===== src/rtl/core/mnef_pkg.sv =====
`timescale 1ns / 1ps
// ----------------------------------------------------------------------------
// MIDI note event framer package
// Item types, command codes, status nibbles and phase encoding.
// ----------------------------------------------------------------------------
package mnef_pkg;

  localparam int RING_DEPTH_DEFAULT = 16;

  localparam logic CMD_BYTE = 1'b0;
  localparam logic CMD_POP  = 1'b1;

  localparam logic [3:0] NOTE_OFF_TYPE = 4'h8;
  localparam logic [3:0] NOTE_ON_TYPE  = 4'h9;

  typedef enum logic [2:0] {
    PHASE_IDLE   = 3'b001,
    PHASE_FIRST  = 3'b010,
    PHASE_SECOND = 3'b100
  } phase_t;

  typedef struct packed {
    logic       command;
    logic [7:0] rx_byte;
  } in_item_t;

  typedef struct packed {
    logic       event_valid;
    logic [7:0] status_byte;
    logic [7:0] first_data;
    logic [7:0] second_data;
  } out_item_t;

  typedef struct packed {
    logic [7:0] status_byte;
    logic [7:0] first_data;
    logic [7:0] second_data;
  } event_t;

endpackage


===== src/rtl/core/mnef_ram.sv =====
`timescale 1ns / 1ps
// ----------------------------------------------------------------------------
// Simple dual-port RAM
// One write port, one read port with registered read data held between reads.
// ----------------------------------------------------------------------------
module mnef_ram #(
  parameter int WIDTH = 24,
  parameter int DEPTH = 16
) (
  input  logic                     clk,
  input  logic                     wr_en,
  input  logic [$clog2(DEPTH)-1:0] wr_addr,
  input  logic [WIDTH-1:0]         wr_data,
  input  logic                     rd_en,
  input  logic [$clog2(DEPTH)-1:0] rd_addr,
  output logic [WIDTH-1:0]         rd_data
);

  logic [WIDTH-1:0] mem [DEPTH];

  always_ff @(posedge clk) begin
    if (wr_en) begin
      mem[wr_addr] <= wr_data;
    end
    if (rd_en) begin
      rd_data <= mem[rd_addr];
    end
  end

endmodule


===== src/rtl/core/midi_note_event_framer.sv =====
`timescale 1ns / 1ps
// ----------------------------------------------------------------------------
// MIDI note event framer
// Frames note on/off events from serial MIDI bytes into a ring and pops them.
// ----------------------------------------------------------------------------
// Takes one item per cycle, byte or pop. A byte item updates the framing
// state and, on the second data byte, writes the whole three-byte event into
// one slot of the event RAM; it gives no result. A pop item gives one result
// after it is accepted, through the registered RAM read and then the output
// register. in_ready drops only while both the read stage and the output
// register are full and out_ready is low. The status byte is
// kept for running status. The ring has no full check: when the write slot
// wraps onto the read slot, pending events are lost. No clearing pass after
// reset.
// ----------------------------------------------------------------------------
module midi_note_event_framer #(
  parameter int RING_DEPTH = mnef_pkg::RING_DEPTH_DEFAULT
) (
  input  logic                clk,
  input  logic                rst_n,
  input  logic                in_valid,
  output logic                in_ready,
  input  mnef_pkg::in_item_t  in_data,
  output logic                out_valid,
  input  logic                out_ready,
  output mnef_pkg::out_item_t out_data
);

  localparam int PW = $clog2(RING_DEPTH);
  localparam logic [PW-1:0] LAST_SLOT = PW'(RING_DEPTH - 1);

  mnef_pkg::phase_t phase_r, phase_nxt;
  logic [PW-1:0]    write_slot_r, write_slot_nxt;
  logic [PW-1:0]    read_slot_r, read_slot_nxt;
  logic [7:0]       status_r, status_nxt;
  logic [7:0]       first_r, first_nxt;
  logic             s1_valid_r, s1_valid_nxt;
  logic             s1_hit_r, s1_hit_nxt;
  logic             out_valid_r, out_valid_nxt;
  mnef_pkg::out_item_t out_item_r, out_item_nxt;

  logic             in_acc;
  logic             byte_acc;
  logic             pop_acc;
  logic             ring_empty;
  logic             is_note;
  logic             s1_adv;
  logic             wr_en;
  logic             rd_en;
  mnef_pkg::event_t wr_event;
  mnef_pkg::event_t rd_event;
  logic [PW-1:0]    write_slot_inc;
  logic [PW-1:0]    read_slot_inc;

  assign s1_adv     = s1_valid_r && (!out_valid_r || out_ready);
  assign in_ready   = !s1_valid_r || s1_adv;
  assign in_acc     = in_valid && in_ready;
  assign byte_acc   = in_acc && (in_data.command == mnef_pkg::CMD_BYTE);
  assign pop_acc    = in_acc && (in_data.command == mnef_pkg::CMD_POP);
  assign ring_empty = (read_slot_r == write_slot_r);
  assign is_note    = (in_data.rx_byte[7:4] == mnef_pkg::NOTE_ON_TYPE) ||
                      (in_data.rx_byte[7:4] == mnef_pkg::NOTE_OFF_TYPE);

  assign write_slot_inc = (write_slot_r == LAST_SLOT) ? '0 : write_slot_r + 1'b1;
  assign read_slot_inc  = (read_slot_r == LAST_SLOT) ? '0 : read_slot_r + 1'b1;

  assign wr_en    = byte_acc && !is_note && (phase_r == mnef_pkg::PHASE_SECOND);
  assign wr_event = '{status_byte: status_r, first_data: first_r,
                      second_data: in_data.rx_byte};
  assign rd_en    = pop_acc && !ring_empty;

  mnef_ram #(
    .WIDTH ($bits(mnef_pkg::event_t)),
    .DEPTH (RING_DEPTH)
  ) u_event_ram (
    .clk     (clk),
    .wr_en   (wr_en),
    .wr_addr (write_slot_r),
    .wr_data (wr_event),
    .rd_en   (rd_en),
    .rd_addr (read_slot_r),
    .rd_data (rd_event)
  );

  always_comb begin
    phase_nxt      = phase_r;
    status_nxt     = status_r;
    first_nxt      = first_r;
    write_slot_nxt = write_slot_r;
    if (byte_acc) begin
      if (is_note) begin
        status_nxt = in_data.rx_byte;
        phase_nxt  = mnef_pkg::PHASE_FIRST;
      end else begin
        unique case (phase_r)
          mnef_pkg::PHASE_FIRST: begin
            first_nxt = in_data.rx_byte;
            phase_nxt = mnef_pkg::PHASE_SECOND;
          end
          mnef_pkg::PHASE_SECOND: begin
            write_slot_nxt = write_slot_inc;
            phase_nxt      = mnef_pkg::PHASE_FIRST;
          end
          default: begin
            phase_nxt = mnef_pkg::PHASE_IDLE;
          end
        endcase
      end
    end
  end

  always_comb begin
    read_slot_nxt = rd_en ? read_slot_inc : read_slot_r;
    s1_hit_nxt    = pop_acc ? !ring_empty : s1_hit_r;
    if (pop_acc) begin
      s1_valid_nxt = 1'b1;
    end else if (s1_adv) begin
      s1_valid_nxt = 1'b0;
    end else begin
      s1_valid_nxt = s1_valid_r;
    end
  end

  always_comb begin
    out_item_nxt  = out_item_r;
    out_valid_nxt = out_valid_r && !out_ready;
    if (s1_adv) begin
      out_valid_nxt = 1'b1;
      if (s1_hit_r) begin
        out_item_nxt = '{event_valid: 1'b1, status_byte: rd_event.status_byte,
                         first_data: rd_event.first_data,
                         second_data: rd_event.second_data};
      end else begin
        out_item_nxt = '0;
      end
    end
  end

  always_ff @(posedge clk) begin
    if (!rst_n) begin
      phase_r      <= mnef_pkg::PHASE_IDLE;
      write_slot_r <= '0;
      read_slot_r  <= '0;
      s1_valid_r   <= 1'b0;
      out_valid_r  <= 1'b0;
    end else begin
      phase_r      <= phase_nxt;
      write_slot_r <= write_slot_nxt;
      read_slot_r  <= read_slot_nxt;
      s1_valid_r   <= s1_valid_nxt;
      out_valid_r  <= out_valid_nxt;
    end
  end

  always_ff @(posedge clk) begin
    status_r   <= status_nxt;
    first_r    <= first_nxt;
    s1_hit_r   <= s1_hit_nxt;
    out_item_r <= out_item_nxt;
  end

  assign out_valid = out_valid_r;
  assign out_data  = out_item_r;

  a_pop_hit_reaches_s1: assert property (@(posedge clk) disable iff (!rst_n)
    rd_en |=> s1_valid_r && s1_hit_r)
    else $error("pop of a nonempty ring did not reach the read stage");

  a_commit_advances: assert property (@(posedge clk) disable iff (!rst_n)
    wr_en |=> write_slot_r != $past(write_slot_r))
    else $error("event write did not advance the write slot");

  a_stall_only_when_full: assert property (@(posedge clk) disable iff (!rst_n)
    !in_ready |-> s1_valid_r && out_valid_r && !out_ready)
    else $error("input stalled without a full pipeline");

endmodule


===== config.mk =====
export PLATFORM = sky130hd
export DESIGN_NAME = midi_note_event_framer
export DESIGN_NICKNAME = d
export VERILOG_FILES = /design/src/rtl/core/mnef_pkg.sv /design/src/rtl/core/mnef_ram.sv /design/src/rtl/core/midi_note_event_framer.sv
export SDC_FILE = /design/constraint.sdc
export NUM_CORES = 1
export LEC_CHECK = 0
export ABC_CLOCK_PERIOD_IN_PS = 3800
export BUFFER_PORTS_ARGS = -buffer_cell sky130_fd_sc_hd__buf_2
export CORE_ASPECT_RATIO = 0.9
export CORE_MARGIN = 5
export CORE_UTILIZATION = 52
export CTS_CLUSTER_DIAMETER = 50
export DETAILED_ROUTE_END_ITERATION = 6
export PLACE_DENSITY = 0.68
export SYNTH_ARGS = -nofsm -noshare
export SYNTH_HDL_FRONTEND = slang
export SYNTH_SLANG_ARGS = --single-unit

===== constraint.sdc =====
create_clock -name clk -period 3.8 [get_ports clk]
set_input_delay 0.19 -clock clk [delete_from_list [all_inputs] [get_ports clk]]
set_output_delay 0.19 -clock clk [all_outputs]
set_load 0.01 [all_outputs]

# ---- Word level (Yosys, flattened, before mapping)
# Memory sizes are Yosys's and may differ from the RTL's. A register that Yosys moved wholly into a read port is not among the register bits.
# Cells that the tools add are included.
dict set report totals {
  reg_bits 55
  latch_bits 0
  mem_bits_rw 384
  romBits 0
  inputBits 13
  elab_cells 54
  memories 1
}
# name words word_bits read_ports rd_clocked_by_memory_dff write_ports line_no
set mem_list {}
lappend mem_list {u_event_ram.mem 16 24 1 1 1 mnef_ram.sv:19} ;# logic [WIDTH-1:0] mem [DEPTH];
dict set report classes {
  n_addsub 2
  mul 0
  div_mod_pow 0
  n_lt_le_gt_ge 0
  n_eq_ne 7
  shifts 0
  mux 10
  n_bitwise 2
  reduce_logical 20
}
# operator count
set op_table {}
lappend op_table {{$mux 25} 1}
lappend op_table {{$eq 4x4->1 const B} 4}
lappend op_table {{$add 4x1->4 const B} 2}
lappend op_table {{$logic_and 1x1->1} 8}
lappend op_table {{$mux 4} 2}
lappend op_table {{$pmux 3 s2} 1}
lappend op_table {{$reduce_and 3->1} 2}
lappend op_table {{$logic_not 1->1} 5}
lappend op_table {{$mux 1} 5}
lappend op_table {{$eq 4x4->1} 1}
lappend op_table {{$eq 3x2->1 const B} 1}
lappend op_table {{$eq 3x3->1 const B} 1}
lappend op_table {{$logic_or 1x1->1} 3}
lappend op_table {{$mux 3} 1}
lappend op_table {{$not 1->1} 2}
lappend op_table {{$reduce_and 2->1} 1}
lappend op_table {{$reduce_bool 2->1} 1}

# ---- Longest topological paths before layout
# Gate-level depths: netlist of the first run.
dict set report logic_depth {
  ltp_word 10
  ltp_mapped 6
  mapped_depth_nobuf 5
}

# ---- By module
# A second synthesis of the first run with hierarchy kept.
dict set report unflattened {
  hier_cells 794
  hier_area_um2 17309.1
}
# mod n_inst cells_each area_per_inst_um2
set by_module_without_submodules {}
lappend by_module_without_submodules {mnef_ram 1 636 15170.8}
lappend by_module_without_submodules {midi_note_event_framer 1 158 2138.3}

# ---- Worst setup path after synthesis of the first run
# No wires, ideal clock.
dict set report synth_timing {
  path_kind {register -> register}
  startpoint {reg out_valid_r, in the netlist out_valid}
  endpoint {mem u_event_ram.mem[0][0], enable pin}
  arrival_time_ns 2.762
  slack_ns 0.603
  stages_incl_launch_ff 6
  n_path_buf 1
  path_cell_list {dfxtp_1 > nand3b_1 > and3_1 > buf_2 > nand3_1 > nor3_1}
}
dict set report synth_via {
  elab_chain_cells 10
}
# element line_no
set synth_lines {}
lappend synth_lines {{start: declaration} midi_note_event_framer.sv:39} ;# logic out_valid_r, out_valid_nxt;
lappend synth_lines {{start signal: assignment} midi_note_event_framer.sv:151} ;# out_valid_r <= out_valid_nxt;
lappend synth_lines {{$logic_not 1->1} midi_note_event_framer.sv:55} ;# assign s1_adv = s1_valid_r && (!out_valid_r || out_ready);
lappend synth_lines {{$logic_or 1x1->1} midi_note_event_framer.sv:55}
lappend synth_lines {{$logic_and 1x1->1} midi_note_event_framer.sv:55}
lappend synth_lines {{$logic_or 1x1->1} midi_note_event_framer.sv:56} ;# assign in_ready = !s1_valid_r || s1_adv;
lappend synth_lines {{via in_ready} midi_note_event_framer.sv:22} ;# output logic in_ready,
lappend synth_lines {{$logic_and 1x1->1} midi_note_event_framer.sv:57} ;# assign in_acc = in_valid && in_ready;
lappend synth_lines {{$logic_and 1x1->1} midi_note_event_framer.sv:58} ;# assign byte_acc = in_acc && (in_data.command == mnef_pkg::CMD_BYTE);
lappend synth_lines {{$logic_and 1x1->1 (2 in a row)} midi_note_event_framer.sv:67} ;# assign wr_en = byte_acc && !is_note && (phase_r == mnef_pkg::PHASE_SECOND);
lappend synth_lines {{$mux 1} mnef_ram.sv:22} ;# if (wr_en) begin
lappend synth_lines {{$mux 1 (not written as such)} mnef_ram.sv:23} ;# mem[wr_addr] <= wr_data;
lappend synth_lines {{end: declaration} mnef_ram.sv:19}
# The timed path passes the listed nets, and every way through them passes these cells.

# ---- Worst setup path in the final report of the first run
dict set report layout_timing {
  startpoint {reg out_valid_r, in the netlist out_valid}
  endpoint {mem u_event_ram.mem[9][13], enable pin}
}
dict set report layout_via {
  elab_chain_cells 10
}
# element line_no
set layout_lines {}
lappend layout_lines {{$logic_not 1->1} midi_note_event_framer.sv:55}
lappend layout_lines {{$logic_or 1x1->1} midi_note_event_framer.sv:55}
lappend layout_lines {{$logic_and 1x1->1} midi_note_event_framer.sv:55}
lappend layout_lines {{$logic_or 1x1->1} midi_note_event_framer.sv:56}
lappend layout_lines {{$logic_and 1x1->1} midi_note_event_framer.sv:57}
lappend layout_lines {{$logic_and 1x1->1} midi_note_event_framer.sv:58}
lappend layout_lines {{$logic_and 1x1->1 (2 in a row)} midi_note_event_framer.sv:67}
lappend layout_lines {{$mux 1} mnef_ram.sv:22}
lappend layout_lines {{$mux 1 (not written as such)} mnef_ram.sv:23}
# Every way passes these cells.

==> flow_summary.yaml, run 1 <==
clock_tree:
  htree_levels: 2
  cts_buffer_depth: 3
  cts_resized: 0
  cts_tree: "yes"
  clock_sinks: 463
  postCtsSetupBuffers: 0
  cts_buffers: 46
  cts-root-buf: "clkbuf_16"
  insertion_delay_ns: 0.55
  holdBufCountCts: 1
  clk_pin_slew_ns: 0.06
setup_path:
  cpPeakStageDelay_ns: 0.63
  r2r_slack_ns: 1.25
  cpMaxStageDelayCell: "nor2_2"
  cp.required_ns: 4.04
  cp.arrival_ns: 2.79
  crit_family: "simple AND/OR/NAND/NOR gates"
  cp_common_cell: "buf_4"
  crit_type: "reg2reg"
  crit_chain: "nand3b_1 -> buf_4 -> and3_1 -> nand3_1 -> nor2_2 -> buf_4"
  startpoint_type: "flip-flop"
  critical_path.max_fanout: 13
  cp-end-kind: "flip-flop"
  cp_num_buf_inv: 2
floorplanning:
  die_h_um: 183
  core_area_um2: 32900
  dieArea_um2: 37100
  rows: 63
  ioPinCount: 40
  start_util: 0.526
  die_width_um: 202
yosys:
  avgSynthCellArea_um2: 21.9
  syn_nets: 810
  ys_seq_area_frac: 0.795
  netlist.area_leader.share: 0.780
  yosys_warnings: 0
  netlist_area_um2: 17300
  ys.flop_type: "edfxtp_1"
  yosysMostFrequentCell: "edfxtp_1"
  synth.area.top_cells: "edfxtp_1 (78%), mux4_2 (12%), a22oi_1 (2.1%)"
  synth_seq_cells: 463
  async_flop_share: 0
  synth_common_cells: "edfxtp_1 (450), mux4_2 (96), a22oi_1 (48)"
  post-synth-top-area-cell: "edfxtp_1"
  syn_inst: 792
  synth-edff-count: 450
  ys_types: 37
placement:
  gp_congestion: 0.810
  postPlaceCellArea_um2: 18200
  port_buffers: 39
  dp_hpwl_um: 23000
  post-place-ws_ns: 1.06
route:
  drc: 0
  drt_wl_total_um: 38100
  drtIter0Drc: 773
  vias_per_cell: 6.23
  wl_per_cell_um: 28.6
  drtAntennaViolNets: 0
  firstDrtPassIters: 5
  vias: 8314
grt:
  antenna_found_initial: 0
  grt_usage: 0.209
  grt_pass1_vias: 8684
  grt_max_degree: 55
  gr-total-overflow: 0
  grt_pass1_wl_um: 57300
sta:
  post-route-period-util: 0.670
  slew_headroom: 0.236
  hold_violations: 0
  whs_ns: 0.0474
  worst_slack_ns: 1.25
  finalClockSkew_ns: 0.0147
  post-route-min-period_ns: 2.55
  tightest_slew_ns: 1.14
  setup_viol: 0
  drv_slew: 0
  setup_tns_ns: 0
  rsz0062_at_grt: "false"
  max_freq_mhz: 393
layout:
  fillers: 2282
  areaGrowthSynthToFinish_pct: 13.6
  nNetsFinal: 897
  fin_util: 0.597
  antenna_cells: 0
  drive_gt1_frac: 0.286
  design_area_um2: 19700
power_and_ir_drop:
  leakagePower_uw: 0.00618
  vdd_drop_max_mv: 0.391
  power_density_nw_per_um2: 505
worst_hold_path:
  hp-class: "in2reg"
job:
  drv_cap: 0
outcome:
  status: "complete, no violations"
==> registers in the layout, summed over array words and instances (netlist names) <==
signal               cells
u_event_ram.mem        384
read_slot_r              4
out_valid                1
out_data                25
first_r                  8
status_r                 8
s1_hit_r                 1
s1_valid_r               1
u_event_ram.rd_data     24
phase_r                  3
write_slot_r             4
==> cell usage in the layout, fill, tap and decap left out, types with 2 or more instances in the layout <==
cell type and n:
o21ai_0 6, clkbuf_1 6, and4_1 2, a31oi_1 2, and2_1 28, bufinv_16 3, xnor2_1 5, buf_2 39
clkinv_8 2, nor2_2 14, ha_1 5, inv_6 4, nand3_1 9, clkbuf_16 46, mux4_2 96, nor2b_2 2
buf_4 35, edfxtp_1 450, clkinv_2 6, buf_12 3, nor2_1 5, a21oi_1 11, inv_1 5, nand2b_1 3
and3_1 2, nor3_2 4, clkinv_1 13, a311oi_1 2, nand2_1 28, dfxtp_4 2, dfxtp_1 11, a22oi_1 48
==> stage by stage <==
stage,cells,power (uW)
finish,1334,9940
global route,1334,10300
CTS,1334,10000
detailed placement,1252,5750
global placement,1252,5750
floorplan,792,5700
==> logic make-up after synthesis <==
family                   Yosys count  synth area share
flip-flops                       463             0.795
AND/OR/NAND/NOR                  105            0.0312
AO/OA/AOI/OAI                     72            0.0289
adder cells (fa/ha/maj)            5           0.00361
buffers and inverters             45            0.0135
XOR/XNOR                           5           0.00253
multiplexers                      97             0.125
==> per-layer routing <==
metal,up-vias,GRT usage,share of wire
met1,4463,0.292,0.41
met3,52,0.0293,0.060
met2,331,0.358,0.51
met4,0,0.0467,0.017
li1,3468,-,-
met5,-,0,0
==> report_power, final <==
part / total (uW) / switching, uW / internal (uW)
clock network: 4290 / 1860 / 2440
logic: 71.2 / 54.3 / 16.9
registers: 5580 / 15.5 / 5560
==> final cells by class <==
class	instances	area, um^2	share of cell area
Sequential cell	463	13800	0.700
Multi-Input combinational cell	284	3400	0.173
Clock buffer	52	1170	0.0596
Timing Repair Buffer	78	528	0.0268
Tap cell	422	528	0.0268
Clock inverter	29	251	0.0128
Inverter	6	22.5	0.00114
==> worst paths after layout <==
path,endpoint,cells past startpoint,from
max,u_event_ram.mem[9][13]$_DFFE_PP_,6,out_valid$_SDFF_PN0_
min,out_valid$_SDFF_PN0_,4,out_ready
max reg2reg,u_event_ram.mem[9][13]$_DFFE_PP_,6,out_valid$_SDFF_PN0_
min reg2reg,out_data[12]$_SDFFCE_PN0P_,1,u_event_ram.rd_data[12]$_DFFE_PP_
==> tightest hold or removal path: cells and delay by family <==
family | cells | cell delay [ns]
simple gates | 1 | 0.05
buf+inv | 2 | 0.16
compound gates | 1 | 0.16
No activity file was read; power rests on OpenSTA's default activity.
==> run 2, diff against run 1 <==
--- a/config.mk
+++ b/config.mk
@@ -5,14 +5,15 @@
 export SDC_FILE = /design/constraint.sdc
 export NUM_CORES = 1
 export LEC_CHECK = 0
-export ABC_CLOCK_PERIOD_IN_PS = 3800
+export ABC_AREA = 1
+export ABC_CLOCK_PERIOD_IN_PS = 2300
 export BUFFER_PORTS_ARGS = -buffer_cell sky130_fd_sc_hd__buf_2
 export CORE_ASPECT_RATIO = 0.9
 export CORE_MARGIN = 5
 export CORE_UTILIZATION = 52
 export CTS_CLUSTER_DIAMETER = 50
 export DETAILED_ROUTE_END_ITERATION = 6
-export PLACE_DENSITY = 0.68
+export PLACE_DENSITY = 0.71
 export SYNTH_ARGS = -nofsm -noshare
 export SYNTH_HDL_FRONTEND = slang
 export SYNTH_SLANG_ARGS = --single-unit
==> constraint.sdc (replaced) <==
create_clock -name clk -period 2.3 [get_ports clk]
set_input_delay 0.115 -clock clk [delete_from_list [all_inputs] [get_ports clk]]
set_output_delay 0.115 -clock clk [all_outputs]
set_load 0.01 [all_outputs]
==> run 2 against run 1 <==
  * Final cell count is 53% higher
  * Worst setup slack lost 0.95 ns
  * Synthesized cell count rose by 86%
  * Synthesized area increased by 5.4%
  * Clock skew is essentially flat
  * Non-clock buffer count grew 20
  * Critical path depth rose by 3
  * Sequential share of layout area is 4.2 points lower
  * Maximum frequency grew 27%
  * Hold slack worse by 0.036 ns
  * Utilization grew 0.27 points
  * Highest routed layer unchanged
==> flow_summary.yaml, run 2 <==
outcome:
  status: "complete, no violations"
yosys:
  synth_common_cells: "edfxtp_1 (450), nor2_1 (347), o21ai_0 (179)"
  synth_seq_cells: 463
  syn_nets: 1491
  synth-edff-count: 450
  ys.flop_type: "edfxtp_1"
  ys_types: 26
  post-synth-top-area-cell: "edfxtp_1"
  yosys_warnings: 0
  netlist_area_um2: 18300
  netlist.area_leader.share: 0.740
  ys_seq_area_frac: 0.754
  synth.area.top_cells: "edfxtp_1 (74%), nor2_1 (7.1%), o21ai_0 (4.9%)"
  async_flop_share: 0
  yosysMostFrequentCell: "edfxtp_1"
  syn_inst: 1473
  avgSynthCellArea_um2: 12.4
clock_tree:
  cts_tree: "yes"
  postCtsSetupBuffers: 0
  clock_sinks: 463
  cts-root-buf: "clkbuf_16"
  cts_buffers: 46
  insertion_delay_ns: 0.55
  htree_levels: 2
  clk_pin_slew_ns: 0.06
  cts_buffer_depth: 3
grt:
  grt_max_degree: 72
  gr-total-overflow: 0
  grt_pass1_wl_um: 63400
  grt_usage: 0.207
  grt_pass1_vias: 11100
  antenna_found_initial: 0
sta:
  hold_violations: 0
  setup_tns_ns: 0
  post-route-min-period_ns: 2.00
  post-route-period-util: 0.868
  tightest_slew_ns: 1.24
  max_freq_mhz: 501
  rsz0062_at_grt: "false"
  drv_slew: 0
  setup_viol: 0
  finalClockSkew_ns: 0.0146
  slew_headroom: 0.173
  worst_slack_ns: 0.303
setup_path:
  startpoint_type: "flip-flop"
  reg2regPathDepth: 9
  crit_type: "reg2reg"
  r2r_slack_ns: 0.30
  cp_num_buf_inv: 5
  cpPeakStageDelay_ns: 0.36
  crit_family: "buffers and inverters"
  reg2reg_from: "phase_r[2]$_SDFFE_PN0N_"
  cp.required_ns: 2.55
  critical_path.max_fanout: 16
  r2r-end: "u_event_ram.mem[4][12]$_DFFE_PP_"
  cpMaxStageDelayCell: "dfxtp_1"
  crit_chain: "inv_1 -> nor3_1 -> inv_1 -> nor2_1 -> buf_4 -> nand2_1 -> buf_4 -> nor2_4 -> buf_12"
  cp-end-kind: "flip-flop"
  cp.arrival_ns: 2.24
power_and_ir_drop:
  power_density_nw_per_um2: 788
  vdd_drop_max_mv: 0.504
  power.total_uw: 16500
  leakagePower_uw: 0.00735
worst_hold_path:
  worst_hold_path.endpoint: "status_r[0]$_DFFE_PP_"
  worst_hold_startpoint: "in_data[0]"
  hp-class: "in2reg"
  hold_path_depth: 1
placement:
  numPlacedInstances: 1958
  port_buffers: 39
  post-place-ws_ns: 0.311
  gp_congestion: 0.812
  dp_hpwl_um: 25300
layout:
  final_common_cell: "edfxtp_1"
  areaGrowthSynthToFinish_pct: 14.6
  antenna_cells: 0
  drive_gt1_frac: 0.114
  nNetsFinal: 1559
  largest_reg_flops: 384
  multi_input_area_um2: 3910
  top_register: "u_event_ram.mem"
  most-common-layout-cells: "edfxtp_1 (450), nor2_1 (331), o21ai_0 (179), nand2_1 (168)"
  fin_cells: 2042
  seqCellArea_um2: 13800
  fillers: 2608
floorplanning:
  rows: 65
  core_area_um2: 34900
  ioPinCount: 40
  dieArea_um2: 39000
  die_width_um: 208
  start_util: 0.524
  die_h_um: 188
route:
  wl_per_cell_um: 20.1
  vias: 11300
  vias_per_cell: 5.53
  drtAntennaViolNets: 0
  drt_wl_total_um: 41100
  firstDrtPassIters: 6
  drtIter0Drc: 1118
  drc: 0
job:
  drv_cap: 0
## run 2: cell types whose count changed in the layout (fill, tap and decap cells not counted), moves of 13 or more
cell      change
o211ai_1     +24
mux4_2       -96
nand3_1      +44
and2_1       -28
inv_1        +62
nor2_2       -13
nand2_1     +140
o21ai_0     +173
a22oi_1      -48
nor2_1      +326
nor2_4       +15
buf_12       +22
o21ai_1      +67
## run 2: repair_timing
action | in CTS | in global routing
resized for setup | 0 | 0
hold buffers | 4 | 0
endpoints found under the hold margin | 11 | 0
## run 2: worst max-delay path by stage
stage / start / to / slack [ns] / depth (start not counted)
after floorplan: out_valid$_SDFF_PN0_ / u_event_ram.mem[0][0]$_DFFE_PP_ / -0.31 / 6
after global placement: phase_r[2]$_SDFFE_PN0N_ / u_event_ram.mem[11][18]$_DFFE_PP_ / 0.29 / 8
after detailed placement: read_slot_r[3]$_SDFFE_PN0P_ / u_event_ram.rd_data[21]$_DFFE_PP_ / 0.31 / 6
after CTS: read_slot_r[3]$_SDFFE_PN0P_ / u_event_ram.rd_data[21]$_DFFE_PP_ / 0.29 / 6
after global routing: phase_r[2]$_SDFFE_PN0N_ / u_event_ram.mem[11][18]$_DFFE_PP_ / 0.12 / 8
final: phase_r[2]$_SDFFE_PN0N_ / u_event_ram.mem[4][12]$_DFFE_PP_ / 0.30 / 9
## run 2: where the power goes
group | internal [uW] | switching [uW]
combinational | 44.5 | 115
sequential | 9180 | 21.7
clock | 4090 | 3040
## run 2: cell type report
type / instances / area share
Multi-Input combinational cell: 859 / 0.187
Inverter: 73 / 0.0132
Clock inverter: 22 / 0.00777
Tap cell: 469 / 0.0280
Sequential cell: 463 / 0.658
Timing Repair Buffer: 98 / 0.0459
Clock buffer: 58 / 0.0602
## run 2: kinds of logic (layout without fill, tap and decap cells)
| kind of cell | after synthesis | in the layout | share of synthesized area |
|---|---|---|---|
| AO/OA/AOI/OAI | 277 | 277 | 0.0793 |
| XOR/XNOR | 2 | 2 | 0.000959 |
| adder cells (fa/ha/maj) | 5 | 5 | 0.00342 |
| buffers and inverters | 151 | 251 | 0.0398 |
| flip-flops | 463 | 463 | 0.754 |
| AND/OR/NAND/NOR | 575 | 575 | 0.123 |
## run 2: through the flow
| step | cell area [um^2] | utilization | hold slack [ns] |
|---|---|---|---|
| 3_5_place_dp | 19500 | 0.558 | 0.448 |
| 5_1_grt | 20900 | 0.600 | 0.0141 |
| 4_1_cts | 20900 | 0.600 | 0.00308 |
| 6_report | 20900 | 0.600 | 0.0117 |
| 3_3_place_gp | 19500 | 0.558 | 0.425 |
| 2_1_floorplan | 18300 | - | 0.214 |
## run 2: per-layer routing
metal | part of all wire | wire length [um] | GRT usage
met2 | 0.49 | 20200 | 0.345
met4 | 0.034 | 1410 | 0.0730
met1 | 0.42 | 17100 | 0.281
met5 | 0 | 0 | 0
met3 | 0.058 | 2400 | 0.0313
